==> src/hdl/tld_pkg.sv <==
// Package for the terminal line discipline: control states, command and
// status structures and character constants. No dependencies.
`timescale 1ns / 1ps
package tld_pkg;

    localparam logic [7:0] C_CH_BS  = 8'd8;
    localparam logic [7:0] C_CH_DEL = 8'd127;
    localparam logic [7:0] C_CH_LF  = 8'd10;
    localparam logic [7:0] C_CH_CR  = 8'd13;
    localparam logic [7:0] C_CH_SP  = 8'd32;

    localparam logic [1:0] C_KIND_ECHO  = 2'd0;
    localparam logic [1:0] C_KIND_DATA  = 2'd1;
    localparam logic [1:0] C_KIND_EMPTY = 2'd2;

    localparam logic [1:0] C_REG_ACTIVE = 2'd0;
    localparam logic [1:0] C_REG_ECHO   = 2'd1;
    localparam logic [1:0] C_REG_CANON  = 2'd2;

    typedef enum logic [3:0] {
        S_IDLE,
        S_DECODE,
        S_COMMIT_RD,
        S_COMMIT_WR,
        S_READ_RD,
        S_READ_OUT,
        S_ECHO,
        S_EMPTY
    } t_state;

    // Commands from controller to datapath.
    typedef struct packed {
        logic       latch_item;   // capture the accepted input item
        logic       line_store;   // store char_in at line_length, increment
        logic       line_nl;      // store newline at clamped length, set commit count
        logic       line_dec;     // decrement line length
        logic       line_clear;   // zero line length
        logic       raw_push;     // push char_in into the ring
        logic       commit_rd;    // read line store at commit index
        logic       commit_push;  // push line byte read into ring, advance index
        logic       ring_rd;      // read ring at read pointer
        logic       ring_pop;     // advance read pointer, count one
    } t_cmd;

    // Status from datapath to controller.
    typedef struct packed {
        logic       func;
        logic       term_ok;
        logic       active;
        logic       echo;
        logic       canon;
        logic       is_bs;
        logic       is_nl;
        logic       line_empty;
        logic       line_room;
        logic       ring_empty;
        logic       commit_done;
        logic       read_stop;   // after this byte no more is returned
        logic [7:0] char_in;
        logic [7:0] ring_byte;
    } t_status;

endpackage

==> src/hdl/tld_ctrl.sv <==
// Controller state machine of the terminal line discipline: sequences each
// transaction and drives the result port. Depends on tld_pkg.
`timescale 1ns / 1ps
module tld_ctrl (
    input  logic             i_clk,
    input  logic             i_rst_n,
    input  logic             i_valid,
    output logic             o_stall,
    output logic             o_valid,
    input  logic             i_stall,
    output logic [1:0]       o_kind,
    output logic [7:0]       o_data_byte,
    output logic             o_last,
    output tld_pkg::t_cmd    o_cmd,
    input  tld_pkg::t_status i_status
);
    import tld_pkg::*;

    t_state     r_state, n_state;
    logic       r_valid, n_valid;
    logic [1:0] r_kind, n_kind;
    logic [7:0] r_byte, n_byte;
    logic       r_last, n_last;
    logic [1:0] r_echo_cnt, n_echo_cnt;   // remaining echo bytes after the current one

    logic w_out_free;
    assign w_out_free = !r_valid || !i_stall;

    always_ff @(posedge i_clk) begin
        if (!i_rst_n) begin
            r_state    <= S_IDLE;
            r_valid    <= 1'b0;
            r_echo_cnt <= '0;
        end else begin
            r_state    <= n_state;
            r_valid    <= n_valid;
            r_echo_cnt <= n_echo_cnt;
        end
        r_kind <= n_kind;
        r_byte <= n_byte;
        r_last <= n_last;
    end

    always_comb begin
        n_state    = r_state;
        n_valid    = r_valid && i_stall;
        n_kind     = r_kind;
        n_byte     = r_byte;
        n_last     = r_last;
        n_echo_cnt = r_echo_cnt;
        o_cmd      = '0;
        o_stall    = 1'b1;
        case (r_state)
            S_IDLE: begin
                o_stall = 1'b0;
                if (i_valid) begin
                    o_cmd.latch_item = 1'b1;
                    n_state = S_DECODE;
                end
            end
            S_DECODE: begin
                if (i_status.func) begin
                    if (!i_status.term_ok || i_status.ring_empty) begin
                        n_state = S_EMPTY;
                    end else begin
                        o_cmd.ring_rd = 1'b1;
                        n_state = S_READ_OUT;
                    end
                end else if (!i_status.active) begin
                    n_state = S_IDLE;
                end else if (!i_status.canon) begin
                    o_cmd.raw_push = 1'b1;
                    n_echo_cnt = 2'd0;
                    n_state = i_status.echo ? S_ECHO : S_IDLE;
                end else if (i_status.is_bs) begin
                    if (i_status.line_empty) begin
                        n_state = S_IDLE;
                    end else begin
                        o_cmd.line_dec = 1'b1;
                        n_echo_cnt = 2'd2;
                        n_state = i_status.echo ? S_ECHO : S_IDLE;
                    end
                end else if (i_status.is_nl) begin
                    o_cmd.line_nl = 1'b1;
                    n_state = S_COMMIT_RD;
                end else if (i_status.line_room) begin
                    o_cmd.line_store = 1'b1;
                    n_echo_cnt = 2'd0;
                    n_state = i_status.echo ? S_ECHO : S_IDLE;
                end else begin
                    n_state = S_IDLE;
                end
            end
            S_COMMIT_RD: begin
                if (i_status.commit_done) begin
                    o_cmd.line_clear = 1'b1;
                    n_echo_cnt = 2'd0;
                    n_state = i_status.echo ? S_ECHO : S_IDLE;
                end else begin
                    o_cmd.commit_rd = 1'b1;
                    n_state = S_COMMIT_WR;
                end
            end
            S_COMMIT_WR: begin
                o_cmd.commit_push = 1'b1;
                n_state = S_COMMIT_RD;
            end
            S_ECHO: begin
                if (w_out_free) begin
                    n_valid = 1'b1;
                    n_kind  = C_KIND_ECHO;
                    n_last  = (r_echo_cnt == 2'd0);
                    if (!i_status.canon)
                        n_byte = i_status.char_in;
                    else if (i_status.is_bs)
                        n_byte = (r_echo_cnt == 2'd1) ? C_CH_SP : C_CH_BS;
                    else if (i_status.is_nl)
                        n_byte = C_CH_LF;
                    else
                        n_byte = i_status.char_in;
                    if (r_echo_cnt == 2'd0)
                        n_state = S_IDLE;
                    else
                        n_echo_cnt = r_echo_cnt - 2'd1;
                end
            end
            S_READ_RD: begin
                o_cmd.ring_rd = 1'b1;
                n_state = S_READ_OUT;
            end
            S_READ_OUT: begin
                if (w_out_free) begin
                    n_valid = 1'b1;
                    n_kind  = C_KIND_DATA;
                    n_byte  = i_status.ring_byte;
                    n_last  = i_status.read_stop;
                    o_cmd.ring_pop = 1'b1;
                    n_state = i_status.read_stop ? S_IDLE : S_READ_RD;
                end
            end
            S_EMPTY: begin
                if (w_out_free) begin
                    n_valid = 1'b1;
                    n_kind  = C_KIND_EMPTY;
                    n_byte  = 8'd0;
                    n_last  = 1'b1;
                    n_state = S_IDLE;
                end
            end
            default: n_state = S_IDLE;
        endcase
    end

    assign o_valid     = r_valid;
    assign o_kind      = r_kind;
    assign o_data_byte = r_byte;
    assign o_last      = r_last;

    // A result never overwrites one that is still stalled.
    a_hold: assert property (@(posedge i_clk) disable iff (!i_rst_n)
        r_valid && i_stall |=> r_valid && $stable(r_byte) && $stable(r_kind))
        else $error("stalled result changed");
    // An input is only taken in the idle state.
    a_take: assert property (@(posedge i_clk) disable iff (!i_rst_n)
        !o_stall |-> r_state == S_IDLE)
        else $error("input taken while busy");
    // The empty answer is always the last result of its transaction.
    a_empty: assert property (@(posedge i_clk) disable iff (!i_rst_n)
        r_valid && r_kind == C_KIND_EMPTY |-> r_last)
        else $error("empty result not last");

endmodule

==> config.mk <==
export PLATFORM = sky130hd
export DESIGN_NAME = tld_ctrl
export DESIGN_NICKNAME = d
export VERILOG_FILES = /design/src/hdl/tld_pkg.sv /design/src/hdl/tld_ctrl.sv
export SDC_FILE = /design/constraint.sdc
export NUM_CORES = 1
export LEC_CHECK = 0
export BUFFER_PORTS_ARGS = -buffer_cell sky130_fd_sc_hd__buf_2
export CORE_UTILIZATION = 49
export DETAILED_ROUTE_END_ITERATION = 16
export HOLD_SLACK_MARGIN = 0.12
export MAX_ROUTING_LAYER = met4
export PLACE_DENSITY = 0.88
export SLEW_MARGIN = 20
export SYNTH_ARGS = -nofsm -noshare
export SYNTH_HDL_FRONTEND = slang
export SYNTH_SLANG_ARGS = --single-unit
export TNS_END_PERCENT = 1
==> constraint.sdc <==
create_clock -name i_clk -period 4.1 [get_ports i_clk]
set_input_delay 0.205 -clock i_clk [delete_from_list [all_inputs] [get_ports i_clk]]
set_output_delay 0.205 -clock i_clk [all_outputs]
set_load 0.05 [all_outputs]
==> reports/results.txt, run 1 <==
dpl cell area: 1380 µm²
DP Cell Count: 196
Internal: 0.0002643 W
FILL cells: 176
antenna violations before repair: 0
largest net degree at the start of global routing: 21
switching pwr: 0.0001254 W
cell row count: 16
clock buffer depth: 2
clk_skew: 3.773 ps
final std cells w/o fill: 200
Syn Std Cell Area: 1116 µm²
via-per-instance ratio: 5.690
minimum clock period after layout: 2425 ps
Post-synth ARST share: 0
final instance area: 1408 µm²
most area-hungry cell type in the Yosys netlist: edfxtp_1
RSZ-0062 raised after global routing: false
dpl hpwl: 2178 µm
critical path startpoint: r_state[2]
sequential power share: 0.509
ratio of cells with drive above 1 in the final layout: 0.3815
hold buffer count at CTS: 0
final wirelength: 2732 µm
die area: 2473 µm²
post-synth top area share: 0.2960
count of warnings emitted by yosys: 0
max capacitance violation total: 0
Placer Congestion: 0.8240
Max Clk Rate: 0.4124 GHz
WP data arrival: 2220 ps
Syn Nets: 157
ANT cells: 0
WHS: 187.0 ps
sum of negative setup slack: 0 ps
Die W: 49.73 µm
first drt pass iteration count: 4
Startpoint Class: flip-flop
relative slew slack: 0.3461
Crit Reg-Reg Startpoint: r_state[2]
hold_sp: i_valid
Comb power frac: 0.265
Worst VDD drop: 0.0002077 V
First DRT Iteration DRCs: 29
Register-to-Register Setup Slack: 1980 ps
CP endpoint kind: output port
CP required: 3890 ps
CP max FO: 18
core area: 2042 µm²
Clock Latency Late Sink: 280 ps
HP Class: input port to flip-flop
GR Util All Layers: 0.2498
final setup fails: 0
Layout area overhead: 26.12%
Final #Nets: 208
CTS buffer count: 3
synth unique cells: 43
# DRC: 0
first-pass GRT wire length: 4616 µm
fin util: 0.6893
vias in the first global route: 1037
IO Count: 55
H-tree depth: 1
via count: 1138
Slew Viols, Final: 0
Post-CTS Setup Inserts: 0
Sw Ratio: 0.3218
number of synthesized flops with an enable pin: 11
post_cts resized: 0
total gr overflow: 0
routed len/inst: 13.66 µm
post-synthesis sequential element count: 17
Mapped Cells: 123
final hold violations: 0
Die H: 49.73 µm
Leak: 0.6243 nW
Least-Margin Pin Slew: 980.8 ps
Post-Syn Area per Cell: 9.074 µm²
number of port buffers: 54
period utilization: 0.5914
Starting Density: 0.5466
Clock power frac: 0.226
CTS sink cnt: 17
outcome: finished clean
ys flop type: edfxtp_1
Seq/Total Area, Yosys: 0.4036
largest cells by area after synthesis: edfxtp_1, dfxtp_1, a21oi_1, nor2_1, a22o_1
Pwr Density: 276.9 nW/µm²
WS Path Type: flip-flop to output port
Routed Antenna Nets: 0
clock-pin slew on the worst setup and hold paths: 100 ps
CTS tree: yes
clk root buf: clkbuf_4
area by class of cell:
type | count | area, µm² | share of cell area
tap | 27 | 33.78 | 0.02400
clock inverter | 1 | 5.005 | 0.003556
clock buffer | 3 | 22.52 | 0.01600
timing repair buffer | 54 | 270.3 | 0.1920
sequential | 17 | 450.4 | 0.3200
inverter | 6 | 22.52 | 0.01600
multi-input combinational | 92 | 603.1 | 0.4284
placed cells by master, fill, tap and decap left out, drive strengths merged, types with 4 or more instances in the layout:
cell type,count
o21ai,8
nor2,12
edfxtp,11
a22o,5
inv,6
buf,54
a21oi,10
dfxtp,6
nand2,7
a31oi,4
nand3,4
Yosys cell counts (all sizes together) (2+ instances only):
| cell | n |
|---|---|
| dfxtp | 6 |
| nand3 | 4 |
| a22o | 5 |
| nand2b | 3 |
| buf | 6 |
| a21oi | 10 |
| a31oi | 4 |
| inv | 6 |
| nor2 | 12 |
| nor3 | 2 |
| nor2b | 2 |
| o21ai | 8 |
| clkbuf | 2 |
| edfxtp | 11 |
| and3 | 3 |
| ha | 2 |
| nor3b | 2 |
| and2 | 3 |
| a21o | 2 |
| nand2 | 7 |
| nand3b | 3 |
logic make-up after synthesis:
family,count (synthesis),share of synthesized area
AOI/OAI and AO/OA,39,0.2444
adders and majority gates,2,0.02242
buffers and inverters,14,0.05605
DFF,17,0.4036
muxes,1,0.01009
and+or+nand+nor,50,0.2635
worst max-delay path, cell delays in order, from the launching register on:
cell and delay, ps:
dfxtp_1 680, and2_1 370, nor2b_1 450, and2_1 190
buf_2 250
per-layer routing:
layer	global-route usage	routed length, µm
met5	-	0
met4	0.04762	27
met3	0.04321	220
met2	0.4572	1383
met1	0.2835	1099
final timing paths:
check,depth (start not counted),end
worst min-delay path,3,r_state[0]
worst max register to register,2,o_last
worst max-delay path,4,o_cmd[0]
worst min register to register,2,r_echo_cnt[0]
state kept, by name, indices dropped and copies added (netlist names):
| signal | flops |
|---|---|
| o_valid | 1 |
| o_last | 1 |
| r_echo_cnt | 2 |
| o_data_byte | 8 |
| o_kind | 2 |
| r_state | 3 |
stage by stage:
stage	power (W)	setup WS (ps)
global route	0.0004116	1471
CTS	0.0003905	1691
floorplan	0.0002719	1559
finish	0.0003898	1675
detailed placement	0.0003047	2006
global placement	0.0003017	2079
power by group through the flow:
stage | clock network, W | registers [W] | logic (W)
after floorplan | 0 | 0.000199 | 0.0000730
after global placement | 0 | 0.000201 | 0.000100
after detailed placement | 0 | 0.000202 | 0.000103
after CTS | 0.0000890 | 0.000198 | 0.000103
after global routing | 0.0000989 | 0.000200 | 0.000112
final | 0.0000880 | 0.000198 | 0.000103
Note: power is estimated with default switching activity, not from simulation.
==> inputs of run 2 (changes only) <==
CORE_UTILIZATION = 41   (was 49)
PLACE_DENSITY = 0.79   (was 0.88)
clock period = 2.2 ns   (was 4.1 ns; I/O delays follow)
==> reports/results.txt, run 2 (synthesis gave the netlist of run 1 again) <==
WP data arrival: 1880 ps (was 2220 ps)
CTS sink cnt: 17 (unchanged)
H-tree depth: 1 (unchanged)
fin worst setup slack: 206.1 ps (was 1675 ps)
final hold violations: 0 (unchanged)
largest net degree at the start of global routing: 21 (unchanged)
first drt pass iteration count: 4 (unchanged)
HP Class: input port to flip-flop (unchanged)
Total Power: 0.0007464 W (was 0.0003898 W)
dpl hpwl: 2229 µm (was 2178 µm)
final wirelength: 2898 µm (was 2732 µm)
antenna violations before repair: 0 (unchanged)
Starting Density: 0.4425 (was 0.5466)
clock buffer depth: 2 (unchanged)
CP max FO: 20 (was 18)
RSZ-0062 raised after global routing: false (unchanged)
Least-Margin Pin Slew: 353.3 ps (was 980.8 ps)
max reg flops: 8 (unchanged)
period utilization: 0.9063
Startpoint Class: flip-flop (unchanged)
WS Path Type: flip-flop to output port (unchanged)
number of port buffers: 54 (unchanged)
vias in the first global route: 1055 (was 1037)
sum of negative setup slack: 0 ps (unchanged)
Routed Antenna Nets: 0 (unchanged)
cell row count: 18 (was 16)
post-place setup slack: 460.1 ps (was 2006 ps)
final setup fails: 0 (unchanged)
first-pass GRT wire length: 4409 µm (was 4616 µm)
DP Cell Count: 202 (was 196)
core area: 2522 µm² (was 2042 µm²)
Leak: 0.6754 nW (was 0.6243 nW)
total gr overflow: 0 (unchanged)
IO Count: 55 (unchanged)
minimum clock period after layout: 1994 ps
Final #Nets: 219 (was 208)
Pwr Density: 490.2 nW/µm² (was 276.9 nW/µm²)
most frequent cells in the layout: buf_2, nor2_1, edfxtp_1 (unchanged)
dpl cell area: 1413 µm² (was 1380 µm²)
First DRT Iteration DRCs: 29 (unchanged)
final std cells w/o fill: 214 (was 200)
relative slew slack: 0.7636 (was 0.3461)
Max Clk Rate: 0.5015 GHz
ANT cells: 0 (unchanged)
final instance area: 1523 µm² (was 1408 µm²)
clk_skew: 8.783 ps (was 3.773 ps)
most common cell after layout, fill and taps aside: buf_2 (unchanged)
Die H: 54.18 µm (was 49.73 µm)
outcome: finished clean (unchanged)
CP required: 2090 ps (was 3890 ps)
clk root buf: clkbuf_4 (unchanged)
via count: 1167 (was 1138)
# DRC: 0 (unchanged)
max capacitance violation total: 0 (unchanged)
Layout area overhead: 36.43% (was 26.12%)
clock-pin slew on the worst setup and hold paths: 100 ps (about the same)
ratio of cells with drive above 1 in the final layout: 0.3913 (was 0.3815)
Worst VDD drop: 0.0003690 V (was 0.0002077 V)
GR Util All Layers: 0.2137 (was 0.2498)
CTS tree: yes (unchanged)
Post-CTS Setup Inserts: 0 (unchanged)
CTS buffer count: 3 (unchanged)
CP endpoint kind: output port (unchanged)
Slew Viols, Final: 0 (unchanged)
routed len/inst: 13.54 µm (was 13.66 µm)
Clock Latency Late Sink: 290 ps (was 280 ps)
Placer Congestion: 0.9202 (was 0.8240)
via-per-instance ratio: 5.453 (was 5.690)
die area: 2935 µm² (was 2473 µm²)
Die W: 54.18 µm (was 49.73 µm)
==> run 2: cell types whose count changed in the layout (fill, tap and decap cells not counted) <==
cell	before	now
buf_4	0	3
dfxtp_1	6	4
dfxtp_2	0	2
dlygate4sd3_1	0	8
nor4bb_1	1	0
nor4bb_2	0	1
==> run 2: critical path, cell delays in order, from the launching register on <==
cell       delay [ps]
dfxtp_2           430
nand4bb_2         320
nor2_1            180
nand2_1           100
nor3b_1           250
buf_2             320
==> run 2: area by class of cell <==
cell class	count	area [µm²]
Clock buffer	3	22.52
Clock inverter	1	5.005
Fill cell	239	999.7
Inverter	6	22.52
Multi-Input combinational cell	92	609.3
Sequential cell	17	452.9
Tap cell	30	37.54
Timing Repair Buffer	65	372.9
==> run 2: metrics by stage <==
stage | hold WS (ps) | utilization
finish | 122.4 | 0.6037
CTS | 120.4 | 0.5947
global placement | 383.8 | 0.5600
detailed placement | 398.5 | 0.5600
global route | 120.7 | 0.6037
floorplan | 251.9 | -
==> run 2: final timing paths <==
kind,start,end,slack (ps),depth (start not counted)
worst max register to register,r_echo_cnt[0],r_echo_cnt[1],590,6
worst min-delay path,i_status[4],o_data_byte[4],120,2
worst min register to register,r_echo_cnt[0],r_echo_cnt[0],530,2
worst max-delay path,r_state[1],o_cmd[7],210,5
==> run 2: what timing repair did <==
item                       in CTS  in global routing
hold buffers                    6                  2
setup endpoints to repair       0                  2
hold endpoints to repair        5                  2
gates resized for setup         0                  2
==> run 2: report_power, final <==
part / total (W) / leakage (nW) / internal, W / switching, W
clock: 0.000168 / 0.0177 / 0.0000674 / 0.000101
combinational: 0.000209 / 0.505 / 0.0000877 / 0.000121
sequential: 0.000369 / 0.153 / 0.000350 / 0.0000191
total: 0.000746 / 0.675 / 0.000505 / 0.000241
==> run 2: metal layers <==
layer	vias to the layer above	global-route usage	routed length, µm
met5	-	-	0
met4	0	0.05983	31
met3	4	0.04237	162
met2	41	0.3740	1418
met1	540	0.2440	1285
li1	582	-	-
